[src/rtl/trl_pkg.sv]
// Package: shared types, constants and codes for the TLB refill block.
`timescale 1ns / 1ps
package trl_pkg;
  localparam int FRAMES_DEF = 32;
  localparam int TLB_SLOTS_DEF = 4;
  localparam int PAGE_BYTES_DEF = 128;
  localparam int PAGE_W = 25;
  localparam int PID_W = 8;
  localparam int TICK_W = 32;
  localparam int SPACE_W = 26;
  localparam int ADDR_W = 32;
  localparam int FRAME_W = 5;
  localparam int SLOT_W = 2;
  localparam int CFG_W = 26;
  localparam int CFG_IDX_W = 1;

  localparam logic [CFG_IDX_W-1:0] REG_CURRENT_PID = 1'b0;
  localparam logic [CFG_IDX_W-1:0] REG_SPACE_PAGES = 1'b1;

  localparam logic [1:0] ST_HIT = 2'd0;
  localparam logic [1:0] ST_FAULT = 2'd1;
  localparam logic [1:0] ST_ADDR_ERR = 2'd2;
  localparam logic [1:0] ST_DIRTY = 2'd3;

  localparam logic OP_REFILL = 1'b0;
  localparam logic OP_MARK = 1'b1;

  typedef struct packed {
    logic [PID_W-1:0]  pid;
    logic [PAGE_W-1:0] page;
    logic              valid;
    logic              dirty;
    logic [TICK_W-1:0] last_use;
  } frame_info_t;

  // Scan flag set: hit found, free found and is free.
  typedef struct packed {
    logic              hit_found;
    logic              free_found;
    logic              is_free;
  } scan_flags_t;
endpackage

[src/rtl/trl_if.sv]
// Valid/ready channel interfaces for items in and results out.
`timescale 1ns / 1ps
interface trl_in_if;
  logic                         valid;
  logic                         ready;
  logic                         operation;
  logic [trl_pkg::ADDR_W-1:0]   bad_address;
  logic [trl_pkg::TICK_W-1:0]   now_ticks;
  logic [1:0]                   slot_index;
  modport source (output valid, operation, bad_address, now_ticks, slot_index, input ready);
  modport sink (input valid, operation, bad_address, now_ticks, slot_index, output ready);
endinterface

interface trl_out_if;
  logic                         valid;
  logic                         ready;
  logic [1:0]                   status;
  logic [trl_pkg::FRAME_W-1:0]  frame;
  logic [trl_pkg::PAGE_W-1:0]   page;
  logic [trl_pkg::SLOT_W-1:0]   tlb_slot;
  logic                         evict_valid;
  logic                         evict_writeback;
  logic [trl_pkg::PID_W-1:0]    evict_pid;
  logic [trl_pkg::PAGE_W-1:0]   evict_page;
  modport source (output valid, status, frame, page, tlb_slot, evict_valid,
                  evict_writeback, evict_pid, evict_page, input ready);
  modport sink (input valid, status, frame, page, tlb_slot, evict_valid,
                evict_writeback, evict_pid, evict_page, output ready);
endinterface

[src/rtl/trl_frame_cell.sv]
// One frame-table entry; a ring of these rotates past the head every scan cycle.
`timescale 1ns / 1ps
module trl_frame_cell (
  input  logic                   clk,
  input  logic                   rst,
  input  logic                   shift,
  input  logic                   load_en,
  input  trl_pkg::frame_info_t   load_info,
  input  trl_pkg::frame_info_t   prev_info,
  output trl_pkg::frame_info_t   info
);
  always_ff @(posedge clk) begin
    if (rst) begin
      info <= '0;
    end else if (load_en) begin
      info <= load_info;
    end else if (shift) begin
      info <= prev_info;
    end
  end
endmodule

[src/rtl/tlb_refill_with_lru_frames.sv]
// Top level: TLB refill unit with a rotating frame-table ring and LRU choice.
// Refill sequence from accept to result valid: scan all FRAMES frames, then seek to the
//   chosen frame, update it, and rotate back until frame 0 is at the head. Address
//   error: result right after the scan. Dirty mark: result directly after accept.
// One item at a time; the next item is taken only after the result is accepted.
// Synchronous reset clears all tables, TLB slots and the FIFO pointer.
`timescale 1ns / 1ps
module tlb_refill_with_lru_frames #(
  parameter int FRAMES = trl_pkg::FRAMES_DEF,
  parameter int TLB_SLOTS = trl_pkg::TLB_SLOTS_DEF,
  parameter int PAGE_BYTES = trl_pkg::PAGE_BYTES_DEF
) (
  input  logic                        clk,
  input  logic                        rst,
  input  logic                        cfg_we,
  input  logic [trl_pkg::CFG_IDX_W-1:0] cfg_index,
  input  logic [trl_pkg::CFG_W-1:0]   cfg_data,
  trl_in_if.sink                      in_ch,
  trl_out_if.source                   out_ch
);
  localparam int FI_W = $clog2(FRAMES);
  localparam int SI_W = $clog2(TLB_SLOTS);
  localparam int CNT_W = $clog2(FRAMES + 1);
  localparam int SH = $clog2(PAGE_BYTES);

  typedef enum logic [4:0] {
    S_IDLE = 5'b00001, S_SCAN = 5'b00010, S_SEEK = 5'b00100,
    S_UPD = 5'b01000, S_OUT = 5'b10000
  } state_t;
  state_t state;

  logic [trl_pkg::PID_W-1:0]   current_pid;
  logic [trl_pkg::SPACE_W-1:0] space_pages;

  // Frame ring: cell 0 is the head; shifting moves cell i+1 into cell i.
  trl_pkg::frame_info_t cell_info [FRAMES];
  trl_pkg::frame_info_t head_new;
  trl_pkg::frame_info_t tail_in;
  logic                 shift;
  logic                 head_load;
  // Per-frame TLB link, kept by frame index (flops, one per frame).
  logic                 link_in [FRAMES];
  logic [SI_W-1:0]      link_slot [FRAMES];
  // Slot dirty bit owed to a frame away from the head; applied as it passes.
  logic                 cb_pending;
  logic [FI_W-1:0]      cb_frame;
  logic                 cb_dirty;

  genvar g;
  generate
    for (g = 0; g < FRAMES; g++) begin : g_ring
      if (g == FRAMES - 1) begin : g_tail
        trl_frame_cell u_cell (.clk, .rst, .shift, .load_en(1'b0), .load_info(head_new),
          .prev_info(tail_in), .info(cell_info[g]));
      end else if (g == 0) begin : g_head
        trl_frame_cell u_cell (.clk, .rst, .shift, .load_en(head_load), .load_info(head_new),
          .prev_info(cell_info[1]), .info(cell_info[g]));
      end else begin : g_mid
        trl_frame_cell u_cell (.clk, .rst, .shift, .load_en(1'b0), .load_info(head_new),
          .prev_info(cell_info[g+1]), .info(cell_info[g]));
      end
    end
  endgenerate

  // TLB slots
  logic [trl_pkg::PAGE_W-1:0] slot_page [TLB_SLOTS];
  logic [FI_W-1:0]            slot_frame [TLB_SLOTS];
  logic                       slot_valid [TLB_SLOTS];
  logic                       slot_dirty [TLB_SLOTS];
  logic [SI_W-1:0]            fifo_pointer;

  // Item and scan registers
  logic [trl_pkg::PAGE_W-1:0] page;
  logic [trl_pkg::TICK_W-1:0] now;
  logic [CNT_W-1:0]           cnt;     // frame index currently at head
  logic                       hit_found, free_found;
  logic [FI_W-1:0]            hit_idx, free_idx, lru_idx, target;
  logic [trl_pkg::TICK_W-1:0] lru_time;
  logic                       is_fault;

  // result registers
  logic [1:0]                 r_status;
  logic [trl_pkg::FRAME_W-1:0] r_frame;
  logic [trl_pkg::PAGE_W-1:0] r_page;
  logic [trl_pkg::SLOT_W-1:0] r_slot;
  logic                       r_ev, r_wb;
  logic [trl_pkg::PID_W-1:0]  r_epid;
  logic [trl_pkg::PAGE_W-1:0] r_epage;

  trl_pkg::frame_info_t h;
  logic [FI_W-1:0]      cidx;
  logic                 head_match;
  assign h = cell_info[0];
  assign cidx = cnt[FI_W-1:0];
  assign head_match = h.valid && h.pid == current_pid && h.page == page;

  always_comb begin
    tail_in = h;
    if (cb_pending && cidx == cb_frame) tail_in.dirty = cb_dirty;
  end

  // TLB slot choice: lowest invalid else FIFO pointer
  logic [SI_W-1:0] free_slot, s_pick;
  logic            any_free;
  always_comb begin
    free_slot = '0;
    any_free = 1'b0;
    for (int i = TLB_SLOTS - 1; i >= 0; i--) begin
      if (!slot_valid[i]) begin
        free_slot = SI_W'(i);
        any_free = 1'b1;
      end
    end
    s_pick = any_free ? free_slot : fifo_pointer;
  end

  logic [SI_W-1:0] tslot;
  logic            tgt_dirty_eff, ev_link_dirty;
  assign tslot = link_slot[target];
  assign ev_link_dirty = link_in[target] ? slot_dirty[tslot] : h.dirty;
  // dirty of target frame as seen after a possible FIFO victim write-back
  logic old_frame_is_tgt;
  assign old_frame_is_tgt = slot_valid[s_pick] && slot_frame[s_pick] == target;

  assign shift = (state == S_SCAN) || (state == S_SEEK && cidx != target) ||
                 (state == S_OUT && cnt != '0);
  assign in_ch.ready = (state == S_IDLE) && !out_ch.valid;

  always_comb begin
    head_new = h;
    head_load = 1'b0;
    tgt_dirty_eff = h.dirty;
    if (state == S_UPD) begin
      head_load = 1'b1;
      if (is_fault) begin
        head_new.valid = 1'b1;
        head_new.pid = current_pid;
        head_new.page = page;
      end
      if (old_frame_is_tgt) begin
        tgt_dirty_eff = slot_dirty[s_pick];
      end else if (is_fault) begin
        tgt_dirty_eff = 1'b0;
      end
      head_new.dirty = tgt_dirty_eff;
      head_new.last_use = now;
    end
  end

  always_ff @(posedge clk) begin
    if (rst) begin
      current_pid <= '0;
      space_pages <= '0;
    end else if (cfg_we) begin
      case (cfg_index)
        trl_pkg::REG_CURRENT_PID: current_pid <= cfg_data[trl_pkg::PID_W-1:0];
        trl_pkg::REG_SPACE_PAGES: space_pages <= cfg_data[trl_pkg::SPACE_W-1:0];
        default: ;
      endcase
    end
  end

  always_ff @(posedge clk) begin
    if (rst) begin
      state <= S_IDLE;
      fifo_pointer <= '0;
      cnt <= '0;
      cb_pending <= 1'b0;
      cb_frame <= '0;
      cb_dirty <= 1'b0;
      for (int i = 0; i < TLB_SLOTS; i++) begin
        slot_valid[i] <= 1'b0;
        slot_dirty[i] <= 1'b0;
        slot_page[i] <= '0;
        slot_frame[i] <= '0;
      end
      for (int i = 0; i < FRAMES; i++) begin
        link_in[i] <= 1'b0;
        link_slot[i] <= '0;
      end
      out_ch.valid <= 1'b0;
    end else begin
      if (out_ch.valid && out_ch.ready) out_ch.valid <= 1'b0;
      if (shift && cb_pending && cidx == cb_frame) cb_pending <= 1'b0;
      case (state)
        S_IDLE: begin
          if (in_ch.valid && in_ch.ready) begin
            r_page <= '0; r_frame <= '0; r_slot <= '0;
            r_ev <= 1'b0; r_wb <= 1'b0; r_epid <= '0; r_epage <= '0;
            if (in_ch.operation == trl_pkg::OP_MARK) begin
              if (32'(in_ch.slot_index) < TLB_SLOTS)
                slot_dirty[SI_W'(in_ch.slot_index)] <= 1'b1;
              r_status <= trl_pkg::ST_DIRTY;
              r_slot <= in_ch.slot_index;
              state <= S_OUT;
            end else begin
              page <= trl_pkg::PAGE_W'(in_ch.bad_address >> SH);
              now <= in_ch.now_ticks;
              cnt <= '0;
              hit_found <= 1'b0;
              free_found <= 1'b0;
              lru_idx <= '0;
              lru_time <= '1;
              state <= S_SCAN;
            end
          end
        end
        S_SCAN: begin
          if (!hit_found && head_match) begin
            hit_found <= 1'b1; hit_idx <= cidx;
          end
          if (!free_found && !h.valid) begin
            free_found <= 1'b1; free_idx <= cidx;
          end
          if (cnt == '0 || h.last_use < lru_time) begin
            lru_time <= h.last_use; lru_idx <= cidx;
          end
          if (cnt == CNT_W'(FRAMES - 1)) begin
            cnt <= '0;
            state <= S_SEEK;
            r_page <= page;
            if (hit_found || head_match) begin
              is_fault <= 1'b0;
              target <= hit_found ? hit_idx : cidx;
            end else if ({1'b0, page} >= space_pages) begin
              r_status <= trl_pkg::ST_ADDR_ERR;
              state <= S_OUT;
            end else begin
              is_fault <= 1'b1;
              target <= free_found ? free_idx
                      : (!h.valid ? cidx
                      : ((h.last_use < lru_time) ? cidx : lru_idx));
            end
          end else begin
            cnt <= cnt + 1'b1;
          end
        end
        S_SEEK: begin
          if (cidx == target) begin
            state <= S_UPD;
            if (is_fault && h.valid) begin
              r_ev <= 1'b1;
              r_wb <= ev_link_dirty;
              r_epid <= h.pid;
              r_epage <= h.page;
              if (link_in[target]) slot_valid[tslot] <= 1'b0;
            end
          end else begin
            cnt <= (cnt == CNT_W'(FRAMES - 1)) ? '0 : cnt + 1'b1;
          end
        end
        S_UPD: begin
          // old frame of a reused slot takes back the slot's dirty bit
          if (slot_valid[s_pick] && slot_frame[s_pick] != target) begin
            link_in[slot_frame[s_pick]] <= 1'b0;
            cb_pending <= 1'b1;
            cb_frame <= slot_frame[s_pick];
            cb_dirty <= slot_dirty[s_pick];
          end
          slot_page[s_pick] <= page;
          slot_frame[s_pick] <= target;
          slot_valid[s_pick] <= 1'b1;
          slot_dirty[s_pick] <= tgt_dirty_eff;
          link_in[target] <= 1'b1;
          link_slot[target] <= s_pick;
          fifo_pointer <= (32'(s_pick) == TLB_SLOTS - 1) ? '0 : s_pick + 1'b1;
          r_status <= is_fault ? trl_pkg::ST_FAULT : trl_pkg::ST_HIT;
          r_frame <= trl_pkg::FRAME_W'(target);
          r_slot <= trl_pkg::SLOT_W'(s_pick);
          state <= S_OUT;
        end
        S_OUT: begin
          // wait for ring to return to frame 0 at head before next item
          if (cnt != '0) begin
            cnt <= (cnt == CNT_W'(FRAMES - 1)) ? '0 : cnt + 1'b1;
          end else if (!out_ch.valid) begin
            out_ch.valid <= 1'b1;
            state <= S_IDLE;
          end
        end
        default: state <= S_IDLE;
      endcase
    end
  end

  // ring keeps rotating in S_OUT until the head is frame 0
  // (see shift)
  assign out_ch.status = r_status;
  assign out_ch.frame = r_frame;
  assign out_ch.page = r_page;
  assign out_ch.tlb_slot = r_slot;
  assign out_ch.evict_valid = r_ev;
  assign out_ch.evict_writeback = r_wb;
  assign out_ch.evict_pid = r_epid;
  assign out_ch.evict_page = r_epage;
endmodule

[src/flat_wrapper.sv]
// flat-port wrapper written by rule: the top's interface ports become plain ports
module tlb_refill_with_lru_frames_flat 
#(
  parameter int FRAMES = trl_pkg::FRAMES_DEF,
  parameter int TLB_SLOTS = trl_pkg::TLB_SLOTS_DEF,
  parameter int PAGE_BYTES = trl_pkg::PAGE_BYTES_DEF
)
  (clk, rst, cfg_we, cfg_index, cfg_data, in_ch_valid, in_ch_operation, in_ch_bad_address, in_ch_now_ticks, in_ch_slot_index, in_ch_ready, out_ch_valid, out_ch_status, out_ch_frame, out_ch_page, out_ch_tlb_slot, out_ch_evict_valid, out_ch_evict_writeback, out_ch_evict_pid, out_ch_evict_page, out_ch_ready);
  trl_in_if in_ch_i ();
  trl_out_if out_ch_i ();
  input  logic clk;
  input  logic rst;
  input  logic cfg_we;
  input  logic [trl_pkg::CFG_IDX_W-1:0] cfg_index;
  input  logic [trl_pkg::CFG_W-1:0] cfg_data;
  input wire logic [$bits(in_ch_i.valid)-1:0] in_ch_valid;
  input wire logic [$bits(in_ch_i.operation)-1:0] in_ch_operation;
  input wire logic [$bits(in_ch_i.bad_address)-1:0] in_ch_bad_address;
  input wire logic [$bits(in_ch_i.now_ticks)-1:0] in_ch_now_ticks;
  input wire logic [$bits(in_ch_i.slot_index)-1:0] in_ch_slot_index;
  output wire logic [$bits(in_ch_i.ready)-1:0] in_ch_ready;
  output wire logic [$bits(out_ch_i.valid)-1:0] out_ch_valid;
  output wire logic [$bits(out_ch_i.status)-1:0] out_ch_status;
  output wire logic [$bits(out_ch_i.frame)-1:0] out_ch_frame;
  output wire logic [$bits(out_ch_i.page)-1:0] out_ch_page;
  output wire logic [$bits(out_ch_i.tlb_slot)-1:0] out_ch_tlb_slot;
  output wire logic [$bits(out_ch_i.evict_valid)-1:0] out_ch_evict_valid;
  output wire logic [$bits(out_ch_i.evict_writeback)-1:0] out_ch_evict_writeback;
  output wire logic [$bits(out_ch_i.evict_pid)-1:0] out_ch_evict_pid;
  output wire logic [$bits(out_ch_i.evict_page)-1:0] out_ch_evict_page;
  input wire logic [$bits(out_ch_i.ready)-1:0] out_ch_ready;
  assign in_ch_i.valid = in_ch_valid;
  assign in_ch_i.operation = in_ch_operation;
  assign in_ch_i.bad_address = in_ch_bad_address;
  assign in_ch_i.now_ticks = in_ch_now_ticks;
  assign in_ch_i.slot_index = in_ch_slot_index;
  assign in_ch_ready = in_ch_i.ready;
  assign out_ch_valid = out_ch_i.valid;
  assign out_ch_status = out_ch_i.status;
  assign out_ch_frame = out_ch_i.frame;
  assign out_ch_page = out_ch_i.page;
  assign out_ch_tlb_slot = out_ch_i.tlb_slot;
  assign out_ch_evict_valid = out_ch_i.evict_valid;
  assign out_ch_evict_writeback = out_ch_i.evict_writeback;
  assign out_ch_evict_pid = out_ch_i.evict_pid;
  assign out_ch_evict_page = out_ch_i.evict_page;
  assign out_ch_i.ready = out_ch_ready;
  tlb_refill_with_lru_frames #(.FRAMES(FRAMES), .TLB_SLOTS(TLB_SLOTS), .PAGE_BYTES(PAGE_BYTES)) u_core (.clk(clk), .rst(rst), .cfg_we(cfg_we), .cfg_index(cfg_index), .cfg_data(cfg_data), .in_ch(in_ch_i), .out_ch(out_ch_i));
endmodule
[config.mk]
export PLATFORM = sky130hd
export DESIGN_NAME = tlb_refill_with_lru_frames_flat
export DESIGN_NICKNAME = d
export VERILOG_FILES = /design/src/rtl/trl_pkg.sv /design/src/rtl/trl_if.sv /design/src/rtl/trl_frame_cell.sv /design/src/rtl/tlb_refill_with_lru_frames.sv /design/src/flat_wrapper.sv
export SDC_FILE = /design/constraint.sdc
export NUM_CORES = 2
export LEC_CHECK = 0
export BUFFER_PORTS_ARGS = -buffer_cell sky130_fd_sc_hd__buf_4
export CELL_PAD_IN_SITES_DETAIL_PLACEMENT = 0
export CELL_PAD_IN_SITES_GLOBAL_PLACEMENT = 2
export CORE_ASPECT_RATIO = 0.6
export CORE_MARGIN = 2
export CORE_UTILIZATION = 35
export CTS_BUF_LIST = sky130_fd_sc_hd__clkbuf_16
export CTS_CLUSTER_DIAMETER = 200
export CTS_CLUSTER_SIZE = 20
export DETAILED_ROUTE_END_ITERATION = 12
export PLACE_DENSITY = 0.79
export RECOVER_POWER = 25
export SLEW_MARGIN = 5
export SYNTH_ARGS = -nofsm -noshare
export SYNTH_HDL_FRONTEND = slang
export SYNTH_SLANG_ARGS = --single-unit
[constraint.sdc]
create_clock -name clk -period 6.4 [get_ports clk]
set_clock_uncertainty 0.15 [all_clocks]
set_input_delay 0.96 -clock clk [delete_from_list [all_inputs] [get_ports clk]]
set_output_delay 0.96 -clock clk [all_outputs]
set_load 0.05 [all_outputs]
==> flow_metrics.py <==
metrics = {
    "place": {
        "preCtsSetupSlack_ns": 2.27,
        "place_inst": 13700,
        "port_buffers": 162,
        "dpl.hpwl_microns": 123000,
        "routabilityCongestion": 0.776,
    },
    "global_route": {
        "grt_max_degree": 243,
        "antenna_found_initial": 5,
        "grt_pass1_vias": 61900,
        "gr-total-overflow": 0,
        "grt_pass1_wl_microns": 344000,
        "grtUsageTotal": 0.157,
    },
    "cts": {
        "clock_path_buffers": 4,
        "post_cts_resized": 0,
        "cts_buffers": 151,
        "clock_latency_ns": 0.85,
        "clk_pin_slew_ns": 0.09,
        "cts-htree-levels": 4,
        "cts_num_sinks": 2509,
        "postCtsHoldBufs": 0,
        "cts_tree": "built",
        "post-cts-setup-buffers": 0,
        "root_buffer": "clkbuf_16",
    },
    "routing": {
        "drt-vias-per-instance": 4.85,
        "drt-total-wl_microns": 213000,
        "drc": 0,
        "highest_layer": "met5",
        "m1WireLength_microns": 114000,
        "via_count": 67500,
        "wl_met3_microns": 10200,
        "wl_per_cell_microns": 15.3,
        "ant_nets": 0,
        "first_pass_iters": 6,
        "drt_iter0_markers": 5963,
        "routed-wl-met2_microns": 85700,
    },
    "sta": {
        "tightest_slew_ns": 3.14,
        "max_freq_mhz": 199,
        "report.final.slew_viol_count": 238,
        "period_needed_ns": 5.03,
        "fin_tns_setup_ns": 0,
        "hold_viol": 0,
        "fin_ws_ns": 1.37,
        "rsz0062_at_grt": "false",
        "finalCritPeriodShare": 0.785,
        "slew_headroom": -1.09,
        "setup_viol": 0,
        "holdWs_ns": 0.168,
    },
    "setup_path": {
        "critPathMaxStageDelay_ns": 1.47,
        "crit_start": "u_core.state[4]$_SDFFE_PP0P_",
        "slowest_stage": "a211o_1",
        "path_cells": "nor2_1 -> nand3_1 -> inv_1 -> a211o_1 -> clkbuf_2 -> nand2_1 -> a21oi_1",
        "critPathMaxFanout": 51,
        "required_ns": 7.00,
        "regToRegEndpoint": "u_core.g_ring[2].g_mid.u_cell.info[49]$_SDFFE_PP0P_",
        "cp.arrival_ns": 5.62,
        "r2r_start": "u_core.state[4]$_SDFFE_PP0P_",
        "cp-end-kind": "flip-flop",
        "critPathTopFamily": "buffers and inverters",
        "rr_worst_depth": 7,
        "rrSetupSlack_ns": 1.37,
        "cp_num_buf_inv": 2,
        "crit_path_start_kind": "flip-flop",
        "crit_type": "flip-flop to flip-flop",
    },
    "run_status": {
        "status": "complete, but fails checks",
        "violations": "capacitance limit, slew limit",
    },
    "synthesis": {
        "synth_top_family_by_area": "simple AND/OR/NAND/NOR gates",
        "synth_simple_gate_area_frac": 0.210,
        "synthesis.area_sq_mm": 0.0905,
        "ys_seq_elements": 2509,
        "ys_warn_count": 0,
        "synth_cells": 10800,
        "synth_compound_area_frac": 0.138,
        "yosysSeqAreaShare": 0.585,
        "muxShareOfSynthArea": 0.0111,
        "synth_xor_area_frac": 0.00465,
        "async_flop_share": 0,
        "synth_cell_types": 77,
        "synth.avg_cell_area_sq_um": 8.34,
        "synth_ff_type": "dfxtp_1",
        "syn_nets": 11000,
        "synth-edff-count": 273,
        "synth_fa_ha_area_frac": 0.00816,
    },
    "worst_hold_path": {
        "min_delay_path_depth": 1,
        "holdPathEnd": "u_core.page[22]$_DFFE_PP_",
        "hold_class": "input pin to flip-flop",
        "min-delay-start": "in_ch_bad_address[29]",
    },
    "finish": {
        "final_cell_mix": "nand2_1, dfxtp_1, a21oi_1, edfxtp_1, nor2_1",
        "stdcell_count": 13900,
        "n_fill_cell": 26400,
        "final_util": 0.379,
        "area_growth_syn_to_layout_pct": 7.62,
        "final_layout_size_suffix_gt1_frac": 0.0373,
        "fin_nets": 10600,
        "layout_commonest_cell": "nand2_1",
    },
    "job": {
        "drv_cap": 7,
    },
    "floorplanning": {
        "die_y_microns": 398,
        "die_w_microns": 660,
        "rows": 144,
        "dieArea_sq_mm": 0.263,
        "core-area_sq_mm": 0.257,
        "ios": 170,
        "start_util": 0.352,
    },
    "power_and_ir_drop": {
        "powerDensity_mw_per_mm2": 285,
        "ir_worst_vdd_uv": 186,
        "p_leak_nw": 30.4,
    },
}
==> worst max path at each step <==
stage | end | slack (ns) | cells past startpoint
detailed placement | u_core.lru_time[13]$_SDFFCE_PN1P_ | 2.27 | 10
global route | u_core.g_ring[2].g_mid.u_cell.info[49]$_SDFFE_PP0P_ | 1.0 | 7
finish | u_core.g_ring[2].g_mid.u_cell.info[49]$_SDFFE_PP0P_ | 1.37 | 7
global placement | u_core.lru_time[13]$_SDFFCE_PN1P_ | 2.25 | 10
floorplan | u_core.now[0]$_DFFE_PP_ | 0.16 | 4
CTS | u_core.lru_time[9]$_SDFFCE_PN1P_ | 2.26 | 10
==> cells in the mapped netlist (all sizes together) (5+ instances only) <==
library cell | count | area share
o21ai | 62 | 0.0034
xnor2 | 37 | 0.0036
nand2b | 36 | 0.0025
a311oi | 39 | 0.0038
a211oi | 37 | 0.0031
a21o | 6 | 0.00051
a31oi | 11 | 0.00076
nor2b | 6 | 0.00041
mux4 | 31 | 0.0077
nor3 | 30 | 0.0017
or3 | 6 | 0.00041
ha | 59 | 0.0082
and2 | 64 | 0.0045
edfxtp | 273 | 0.091
nand3b | 8 | 0.00066
dfxtp | 2236 | 0.49
xor2 | 11 | 0.0011
nand3 | 31 | 0.0017
a22oi | 37 | 0.0031
clkbuf | 448 | 0.019
a21oi | 2170 | 0.12
nand2 | 4446 | 0.18
a32oi | 5 | 0.00048
and3 | 15 | 0.0012
nor4 | 17 | 0.0014
mux2 | 8 | 0.0010
nand4 | 25 | 0.0017
mux2i | 20 | 0.0024
inv | 86 | 0.0036
buf | 356 | 0.020
a221o | 6 | 0.00066
nor2 | 173 | 0.0072
nand4b | 5 | 0.00048
o21a | 7 | 0.00058
==> per-layer routing <==
layer,vias to the layer above,GRT usage
li1,34400,-
met1,31900,0.244
met2,929,0.224
met3,218,0.0286
met4,6,0.0327
met5,-,0
==> metrics by stage <==
step	area (sq um)	power [mW]
finish	97400	27.8
global placement	93600	18.7
floorplan	90500	18.0
CTS	97700	28.4
detailed placement	93600	18.7
global route	97400	29.0
==> report_power, final <==
group | total, mW | leakage (nW) | switching (mW) | internal, mW
logic | 1.92 | 7.68 | 1.62 | 0.293
registers | 16.3 | 20.6 | 0.166 | 16.1
clock network | 9.61 | 2.16 | 5.24 | 4.37
total | 27.8 | 30.4 | 7.04 | 20.8
==> area by class of cell <==
type	instances	area, sq um	share of cell area
diodes	3	7.51	0.0000771
clock buffers	155	3880	0.0398
clock inverters	47	204	0.00209
inverters	87	327	0.00335
multi-input cells	7446	33800	0.347
flip-flops and latches	2509	53000	0.544
well taps	3431	4290	0.0441
repair buffers	242	1950	0.0200
==> flip-flops by register name, summed over array words and instances (netlist names), 4 cells and up, named ones only <==
register / cells
u_core.lru_idx: 5
u_core.g_ring.g_tail.u_cell.info: 67
u_core.free_idx: 5
u_core.current_pid: 8
u_core.now: 32
u_core.slot_frame: 20
u_core.hit_idx: 5
u_core.out_ch.evict_pid: 8
u_core.target: 5
u_core.lru_time: 32
u_core.state: 5
u_core.page: 25
u_core.out_ch.page: 25
u_core.g_ring.g_mid.u_cell.info: 2010
u_core.space_pages: 26
u_core.link_slot: 64
u_core.slot_dirty: 4
u_core.out_ch.evict_page: 25
u_core.cb_frame: 5
u_core.g_ring.g_head.u_cell.info: 67
u_core.link_in: 32
u_core.cnt: 6
u_core.slot_valid: 4
u_core.out_ch.frame: 5
==> logic make-up (layout without fill, tap and decap cells) <==
group	after synthesis	after routing
flops	2509	2509
compound gates	2400	2400
simple gates	4880	4880
xor+xnor	48	48
mux	59	59
other cells	0	3
buf+inv	891	531
fa+ha+maj	59	59
Note: power is estimated with default switching activity, not from simulation.
